File: config.mk
export PLATFORM = sky130hd
export DESIGN_NAME = encoder_period_speed_meter
export DESIGN_NICKNAME = d
export VERILOG_FILES = /design/src/epsm_pkg.sv /design/src/encoder_period_speed_meter.sv /design/src/epsm_ram.sv
export SDC_FILE = /design/constraint.sdc
export NUM_CORES = 2
export LEC_CHECK = 0
export BUFFER_PORTS_ARGS = -buffer_cell sky130_fd_sc_hd__buf_2
export CAP_MARGIN = 30
export CORE_ASPECT_RATIO = 1.75
export CORE_UTILIZATION = 55
export CTS_BUF_LIST = sky130_fd_sc_hd__clkbuf_16
export DETAILED_ROUTE_END_ITERATION = 12
export HOLD_SLACK_MARGIN = 0.06
export PLACE_DENSITY = 0.82
export SLEW_MARGIN = 10
export SYNTH_ARGS = -nofsm -noshare
export SYNTH_HDL_FRONTEND = slang
export SYNTH_SLANG_ARGS = --single-unit
File: constraint.sdc
create_clock -name clk -period 16.3 [get_ports clk]
set_input_delay 4.075 -clock clk [delete_from_list [all_inputs] [get_ports clk]]
set_output_delay 4.075 -clock clk [all_outputs]
set_load 0.1 [all_outputs]
File: src/epsm_pkg.sv
// Package for the encoder period speed meter: widths, codes and the microcode ROM.
// Depends on nothing; used by encoder_period_speed_meter.
package epsm_pkg;

  localparam int MAX_PERIODS = 16;
  localparam int IDX_W       = $clog2(MAX_PERIODS);
  localparam int TIME_W      = 32;
  localparam int PPR_W       = 16;
  localparam int SAMPLES_W   = 5;
  localparam int SUM_W       = TIME_W + IDX_W;      // sum of up to MAX_PERIODS-1 periods
  localparam int DEN_W       = SUM_W + PPR_W;
  localparam int K_W         = 39;
  localparam int NUM_W       = K_W + IDX_W;
  localparam int N_W         = DEN_W + 1;           // num + den/2
  localparam int Q_W         = 32;
  localparam int BIT_W       = $clog2(Q_W);

  localparam logic [K_W-1:0] SPEED_K = 39'd411774832291;  // round(2*pi*1e6*2^16)
  localparam logic [PPR_W-1:0] PPR_RESET = 16'd20;

  localparam logic [1:0] FUNC_EDGE  = 2'd0;
  localparam logic [1:0] FUNC_QUERY = 2'd1;
  localparam logic [1:0] FUNC_CLEAR = 2'd2;

  localparam int STEP_W = 4;

  localparam logic [STEP_W-1:0] STEP_IDLE   = 4'd0;
  localparam logic [STEP_W-1:0] STEP_INIT   = 4'd1;
  localparam logic [STEP_W-1:0] STEP_READ   = 4'd2;
  localparam logic [STEP_W-1:0] STEP_ACC    = 4'd3;
  localparam logic [STEP_W-1:0] STEP_MUL    = 4'd4;
  localparam logic [STEP_W-1:0] STEP_ROUND  = 4'd5;
  localparam logic [STEP_W-1:0] STEP_SATCHK = 4'd6;
  localparam logic [STEP_W-1:0] STEP_DIV    = 4'd7;
  localparam logic [STEP_W-1:0] STEP_OUTQ   = 4'd8;
  localparam logic [STEP_W-1:0] STEP_EMPTY  = 4'd9;
  localparam logic [STEP_W-1:0] STEP_OUTSAT = 4'd10;

  localparam logic [3:0] OP_IDLE   = 4'd0;
  localparam logic [3:0] OP_INIT   = 4'd1;
  localparam logic [3:0] OP_READ   = 4'd2;
  localparam logic [3:0] OP_ACC    = 4'd3;
  localparam logic [3:0] OP_MUL    = 4'd4;
  localparam logic [3:0] OP_ROUND  = 4'd5;
  localparam logic [3:0] OP_SATCHK = 4'd6;
  localparam logic [3:0] OP_DIV    = 4'd7;
  localparam logic [3:0] OP_OUTQ   = 4'd8;
  localparam logic [3:0] OP_EMPTY  = 4'd9;
  localparam logic [3:0] OP_OUTSAT = 4'd10;

  // jump to target when the condition holds, else fall through
  localparam logic [2:0] COND_NONE     = 3'd0;
  localparam logic [2:0] COND_ALWAYS   = 3'd1;
  localparam logic [2:0] COND_NOQUERY  = 3'd2;
  localparam logic [2:0] COND_CNT_ZERO = 3'd3;
  localparam logic [2:0] COND_MORE     = 3'd4;
  localparam logic [2:0] COND_SAT      = 3'd5;
  localparam logic [2:0] COND_DIV_MORE = 3'd6;

  typedef struct packed {
    logic [3:0]        op;
    logic [2:0]        cond;
    logic [STEP_W-1:0] target;
  } ucode_t;

  function automatic ucode_t ucode_rom(input logic [STEP_W-1:0] step);
    ucode_t w;
    unique case (step)
      STEP_IDLE:   w = '{OP_IDLE,   COND_NOQUERY,  STEP_IDLE};
      STEP_INIT:   w = '{OP_INIT,   COND_CNT_ZERO, STEP_EMPTY};
      STEP_READ:   w = '{OP_READ,   COND_NONE,     STEP_IDLE};
      STEP_ACC:    w = '{OP_ACC,    COND_MORE,     STEP_READ};
      STEP_MUL:    w = '{OP_MUL,    COND_NONE,     STEP_IDLE};
      STEP_ROUND:  w = '{OP_ROUND,  COND_NONE,     STEP_IDLE};
      STEP_SATCHK: w = '{OP_SATCHK, COND_SAT,      STEP_OUTSAT};
      STEP_DIV:    w = '{OP_DIV,    COND_DIV_MORE, STEP_DIV};
      STEP_OUTQ:   w = '{OP_OUTQ,   COND_ALWAYS,   STEP_IDLE};
      STEP_EMPTY:  w = '{OP_EMPTY,  COND_ALWAYS,   STEP_IDLE};
      STEP_OUTSAT: w = '{OP_OUTSAT, COND_ALWAYS,   STEP_IDLE};
      default:     w = '{OP_IDLE,   COND_ALWAYS,   STEP_IDLE};
    endcase
    return w;
  endfunction

endpackage

File: src/encoder_period_speed_meter.sv
// Encoder period speed meter: microcoded sequencer over a period RAM and a
// shift-subtract divider. Depends on epsm_pkg and epsm_ram.
// Edge and clear words are handled in the idle step; busy stays low for them.
// A query with n stored periods sums them over the registered-read RAM (read step,
// then accumulate step, per entry), then multiplies, rounds, checks saturation and
// divides (32 steps); saturation skips the divider, no data skips it all. busy drops in
// the strobe cycle, so the next word can be taken there. The receiver cannot stall.
// Synchronous reset: 20 pulses per rev, phase, count, start time and sequencer cleared.
module encoder_period_speed_meter (
  input  logic                          clk,
  input  logic                          rst,
  input  logic                          start,
  output logic                          busy,
  input  logic [1:0]                    func,
  input  logic [epsm_pkg::TIME_W-1:0]   time_us,
  input  logic                          cfg_we,
  input  logic [epsm_pkg::PPR_W-1:0]    cfg_wdata,
  output logic                          result_valid,
  output logic [epsm_pkg::Q_W-1:0]      speed_q16,
  output logic                          no_data,
  output logic [epsm_pkg::SAMPLES_W-1:0] samples_used
);
  import epsm_pkg::*;

  logic [STEP_W-1:0] pc;
  logic [STEP_W-1:0] pc_next;
  ucode_t            uw;

  logic [PPR_W-1:0]  ppr;
  logic              phase;
  logic [TIME_W-1:0] start_time;
  logic [IDX_W-1:0]  count;
  logic [IDX_W-1:0]  idx;
  logic [SUM_W-1:0]  sum;
  logic [NUM_W-1:0]  num;
  logic [DEN_W-1:0]  den;
  logic [N_W-1:0]    nreg;
  logic [DEN_W-1:0]  rem;
  logic [Q_W-1:0]    qreg;
  logic [BIT_W-1:0]  bitcnt;

  logic              accept;
  logic              store_we;
  logic [TIME_W-1:0] rdata;
  logic [N_W-1:0]    trial;
  logic              trial_ge;
  logic              sat_hit;
  logic              cond_hit;

  assign uw       = ucode_rom(pc);
  assign busy     = (pc != STEP_IDLE);
  assign accept   = start && !busy;
  assign store_we = accept && (func == FUNC_EDGE) && phase;
  assign trial    = {rem, qreg[Q_W-1]};
  assign trial_ge = (trial >= N_W'(den));
  assign sat_hit  = (DEN_W'(nreg[N_W-1:Q_W]) >= den);

  epsm_ram #(.WIDTH(TIME_W), .DEPTH(MAX_PERIODS)) u_store (
    .clk   (clk),
    .we    (store_we),
    .waddr (count),
    .wdata (time_us - start_time),
    .raddr (idx),
    .rdata (rdata)
  );

  always_comb begin
    unique case (uw.cond)
      COND_NONE:     cond_hit = 1'b0;
      COND_ALWAYS:   cond_hit = 1'b1;
      COND_NOQUERY:  cond_hit = !(accept && (func == FUNC_QUERY));
      COND_CNT_ZERO: cond_hit = (count == '0);
      COND_MORE:     cond_hit = ({1'b0, idx} + 1'b1) < {1'b0, count};
      COND_SAT:      cond_hit = sat_hit;
      COND_DIV_MORE: cond_hit = (bitcnt != BIT_W'(Q_W - 1));
      default:       cond_hit = 1'b0;
    endcase
    pc_next = cond_hit ? uw.target : pc + 1'b1;
  end

  always_ff @(posedge clk) begin
    if (rst) begin
      pc           <= STEP_IDLE;
      ppr          <= PPR_RESET;
      phase        <= 1'b0;
      start_time   <= '0;
      count        <= '0;
      result_valid <= 1'b0;
    end else begin
      pc           <= pc_next;
      result_valid <= (uw.op == OP_OUTQ) || (uw.op == OP_EMPTY) || (uw.op == OP_OUTSAT);
      if (cfg_we) begin
        ppr <= cfg_wdata;
      end
      unique case (uw.op)
        OP_IDLE: begin
          if (accept && (func == FUNC_EDGE)) begin
            if (!phase) begin
              start_time <= time_us;
              phase      <= 1'b1;
            end else begin
              count <= (count == IDX_W'(MAX_PERIODS - 1)) ? '0 : count + 1'b1;
              phase <= 1'b0;
            end
          end else if (accept && (func == FUNC_CLEAR)) begin
            count <= '0;
            phase <= 1'b0;
          end
        end
        OP_INIT: begin
          idx <= '0;
          sum <= '0;
          num <= '0;
        end
        OP_READ: begin
        end
        OP_ACC: begin
          sum <= sum + SUM_W'(rdata);
          num <= num + NUM_W'(SPEED_K);
          idx <= idx + 1'b1;
        end
        OP_MUL: begin
          den <= DEN_W'(ppr) * DEN_W'(sum);
        end
        OP_ROUND: begin
          nreg <= N_W'(num) + N_W'(den >> 1);
        end
        OP_SATCHK: begin
          rem    <= DEN_W'(nreg[N_W-1:Q_W]);
          qreg   <= nreg[Q_W-1:0];
          bitcnt <= '0;
        end
        OP_DIV: begin
          rem    <= trial_ge ? DEN_W'(trial - N_W'(den)) : DEN_W'(trial);
          qreg   <= {qreg[Q_W-2:0], trial_ge};
          bitcnt <= bitcnt + 1'b1;
        end
        OP_OUTQ: begin
          speed_q16    <= qreg;
          no_data      <= 1'b0;
          samples_used <= SAMPLES_W'(count);
          count        <= '0;
          phase        <= 1'b0;
        end
        OP_EMPTY: begin
          speed_q16    <= '0;
          no_data      <= 1'b1;
          samples_used <= '0;
          count        <= '0;
          phase        <= 1'b0;
        end
        OP_OUTSAT: begin
          speed_q16    <= '1;
          no_data      <= 1'b0;
          samples_used <= SAMPLES_W'(count);
          count        <= '0;
          phase        <= 1'b0;
        end
        default: begin
        end
      endcase
    end
  end

  a_query_goes_busy: assert property (@(posedge clk) disable iff (rst)
    (start && !busy && (func == FUNC_QUERY)) |=> busy)
    else $error("query accepted but sequencer stayed idle");

  a_result_when_idle: assert property (@(posedge clk) disable iff (rst)
    result_valid |-> (!busy && (count == '0) && !phase))
    else $error("result strobed without returning to idle and clearing");

  a_no_data_fields: assert property (@(posedge clk) disable iff (rst)
    (result_valid && no_data) |-> ((speed_q16 == '0) && (samples_used == '0)))
    else $error("no-data result carries nonzero fields");

  a_data_has_samples: assert property (@(posedge clk) disable iff (rst)
    (result_valid && !no_data) |-> (samples_used != '0))
    else $error("speed result with zero samples");

  a_single_strobe: assert property (@(posedge clk) disable iff (rst)
    result_valid |=> !result_valid)
    else $error("result strobe held longer than one cycle");

endmodule

File: src/epsm_ram.sv
// Generic single-write, single-read RAM with registered read data.
// No dependencies.
module epsm_ram #(
  parameter int WIDTH = 32,
  parameter int DEPTH = 16
) (
  input  logic                     clk,
  input  logic                     we,
  input  logic [$clog2(DEPTH)-1:0] waddr,
  input  logic [WIDTH-1:0]         wdata,
  input  logic [$clog2(DEPTH)-1:0] raddr,
  output logic [WIDTH-1:0]         rdata
);

  logic [WIDTH-1:0] mem [DEPTH];

  always_ff @(posedge clk) begin
    if (we) begin
      mem[waddr] <= wdata;
    end
    rdata <= mem[raddr];
  end

endmodule
==> metrics.md <==
| Metric | Value |
|---|---|
| Status | complete, no violations |
| DR vias | 42,700 |
| Antenna-violating nets left | 0 |
| Worst min-delay path category | reg2reg |
| Synthesized area per cell | 11.6 um2 |
| DP HPWL | 115,000 um |
| Core area | 0.112 mm2 |
| Peak VDD IR | 116 uV |
| Synthesized instance count | 5,381 |
| Pwr Total | 9.97 mW |
| Vias in the first global route | 45,600 |
| Post-synthesis cell area | 0.0622 mm2 |
| Met3 WL | 11,200 um |
| Total track usage | 29.4% |
| Final global-route overflow total | 0 |
| Final worst slack | 8.23 ns |
| Worst clock skew | 0.0584 ns |
| CP max FO | 17 |
| Via/cell ratio | 6.14 |
| Crit path buf inv count | 3 |
| Most frequent cells in the layout | edfxtp_1, inv_1, nand2_1 |
| Clk root buf | clkbuf_16 |
| Hold buffer count at CTS | 0 |
| Top FF cell, synth | edfxtp_1 |
| Headroom to the max-slew limit | 27.4% |
| Met2 wire len | 85,800 um |
| Critical path launch point type | register |
| Final Cycle Share | 49.5% |
| Die Y | 447 um |
| Worst-Skew Late Latency | 0.71 ns |
| Worst setup path category | reg2reg |
| CTS Buf Count | 86 |
| Htree depth | 3 |
| Clk buf depth | 3 |
| TritonCTS clock tree | built |
| Crit path required time | 16.70 ns |
| Critical path cell sequence | nand2_1 > fa_1 > inv_1 > fa_1 > fa_1 > fa_1 > fa_1 > inv_1 > fa_1 > inv_1 > ha_1 > and4_1 > and4_1 > nand2_1 > a21oi_1 > o221ai_1 > nor3_1 > nor2_1 > o21ai_0 > a41oi_1 > xnor2_1 |
| Worst path most repeated cell | fa_1 |
| Pre-CTS WS | 8.23 ns |
| Setup TNS Final | 0 ns |
| First-pass GRT wire length | 255,000 um |
| Post-synth ARST share | 0% |
| Fmax | 124 MHz |
| Most common cell after layout, fill and taps aside | edfxtp_1 |
| Drt wl/cell | 23.8 um |
| Post-CTS resize count | 0 |
| Initial antenna violation count | 2 |
| Boundary Pins | 94 |
| Largest net degree at the start of global routing | 101 |
| Cell area power density | 148 mW/mm2 |
| CTS clk-pin slew, worst paths | 0.07 ns |
| First DRT Iteration DRCs | 3,694 |
| Die Area | 0.114 mm2 |
| Final Hold Fails | 0 |
| DRC viols | 0 |
| Routability cong. | 1.01 |
| Worst slew pin tran | 1.09 ns |
| Share of cells above drive strength 1 | 9.88% |
| I/O Buffers | 92 |
| Final number of setup-violating endpoints | 0 |
| Core Rows | 162 |
| CTS Sinks | 925 |
| EDFF count, synth | 825 |
| Fillers | 8,374 |
| Post-CTS Setup Repair Bufs | 0 |
| M1 WL | 53,600 um |
| Yosys cell types | 88 |
| Critical path endpoint category | register |
| Seq cells post-synth | 925 |
| RSZ-0062 raised after global routing | false |
| Max Cap Viol | 0 |
| Final slew viol count | 0 |
| DR pass1 iterations | 6 |
| Routed WL | 166,000 um |
| Crit path max-delay family | adder cells |
| Nets | 6,257 |
| Uppermost layer routed | met5 |
| Die X-Extent | 256 um |
| Static Leak | 27.2 nW |
| Slowest CP cell | edfxtp_1 |
| Ys Warns | 0 |
| Sequential share of the synthesized area | 43.1% |
| CP max stage delay | 0.95 ns |
| Area growth from synthesis to layout | 8.32% |
| Synthesized Nets | 6,228 |
| Crit path DAT | 8.47 ns |
| Initial Util | 55.7% |
| Min Tclk post-route | 8.07 ns |
[report_power, final]
part | internal, mW | switching (mW) | total (mW)
logic | 1.90 | 2.95 | 4.85
registers | 2.94 | 0.139 | 3.08
clock network | 1.10 | 0.939 | 2.04
[cell families after synthesis]
group | Yosys count | synth area share [%]
compound gates | 831 | 8.78
xor+xnor | 226 | 3.18
fa+ha+maj | 793 | 21.7
buf+inv | 894 | 5.44
flops | 925 | 43.1
mux | 196 | 6.38
other cells | 1 | 0.00603
simple gates | 1515 | 11.4
[state kept, by name, summed over array words and instances, names as in the netlist]
signal / cells
phase: 1
no_data: 1
bitcnt: 5
ppr: 16
rem: 52
u_store.rdata: 32
idx: 4
result_valid: 1
start_time: 32
sum: 36
nreg: 52
count: 4
den: 52
uw: 10
speed_q16: 32
samples_used: 4
num: 43
u_store.mem: 512
qreg: 32
pc: 4
[cells in the mapped netlist, drive strengths merged, types with 31 or more instances]
cell type	instances	area, um2
buf	35	159
nor2	270	1010
a211oi	35	300
inv	652	2450
nor3	58	290
clkbuf	207	777
a31oi	31	194
and2	257	1610
and3	31	194
ha	315	3940
nand2	664	2490
dfxtp	100	2000
nand4	34	213
edfxtp	825	24800
a21oi	265	1330
a21o	156	1170
o21bai	35	263
mux4	160	3600
nand3	68	350
xor2	70	613
xnor2	156	1370
fa	478	9570
mux2i	36	360
o21ai	150	766
[layout make-up]
| type | instances | area [um2] | share of cell area (%) |
|---|---|---|---|
| Multi-Input combinational cell | 3562 | 32200 | 47.8 |
| Sequential cell | 925 | 26800 | 39.8 |
| Inverter | 652 | 2450 | 3.63 |
| Clock buffer | 87 | 2180 | 3.23 |
| Tap cell | 1476 | 1850 | 2.74 |
| Timing Repair Buffer | 183 | 1210 | 1.80 |
| Clock inverter | 75 | 691 | 1.03 |
| Antenna cell | 1 | 2.50 | 0.00372 |
[metal layers]
layer  up-vias  track usage, %
met1     21100            29.7
met2      2230            53.3
met4         2            24.0
met5         -               0
met3       835            4.44
li1      18600               -
[path summary, 6_finish.rpt]
check                    to  slack, ns      startpoint  cells after the start
max                 den[49]       8.23          sum[9]                     21
min reg2reg  start_time[23]       0.45  start_time[23]                      2
min          start_time[23]       0.45  start_time[23]                      2
max reg2reg         den[49]       8.23          sum[9]                     21
[stage by stage]
stage          utilization [%]  hold slack [ns]  cell area (um2)  instances
6_report                  60.3            0.453            67300       6961
5_1_grt                   60.3            0.466            67300       6961
4_1_cts                   60.1            0.455            67200       6942
3_5_place_dp              57.6            0.446            64300       6780
3_3_place_gp              57.5            0.441            64200       6769
2_1_floorplan                -            0.436            62200       5381
[worst register-to-register path: stages (launching register included)]
cell and delay (ns):
edfxtp_1 0.95, nand2_1 0.21, fa_1 0.58, inv_1 0.06, fa_1 0.51, fa_1 0.52, fa_1 0.53, fa_1 0.54
inv_1 0.05, fa_1 0.52, inv_1 0.04, ha_1 0.32, and4_1 0.28, and4_1 0.37, nand2_1 0.08, a21oi_1 0.40
o221ai_1 0.42, nor3_1 0.44, nor2_1 0.15, o21ai_0 0.42, a41oi_1 0.21, xnor2_1 0.17
(Power assumes the default switching activity.)
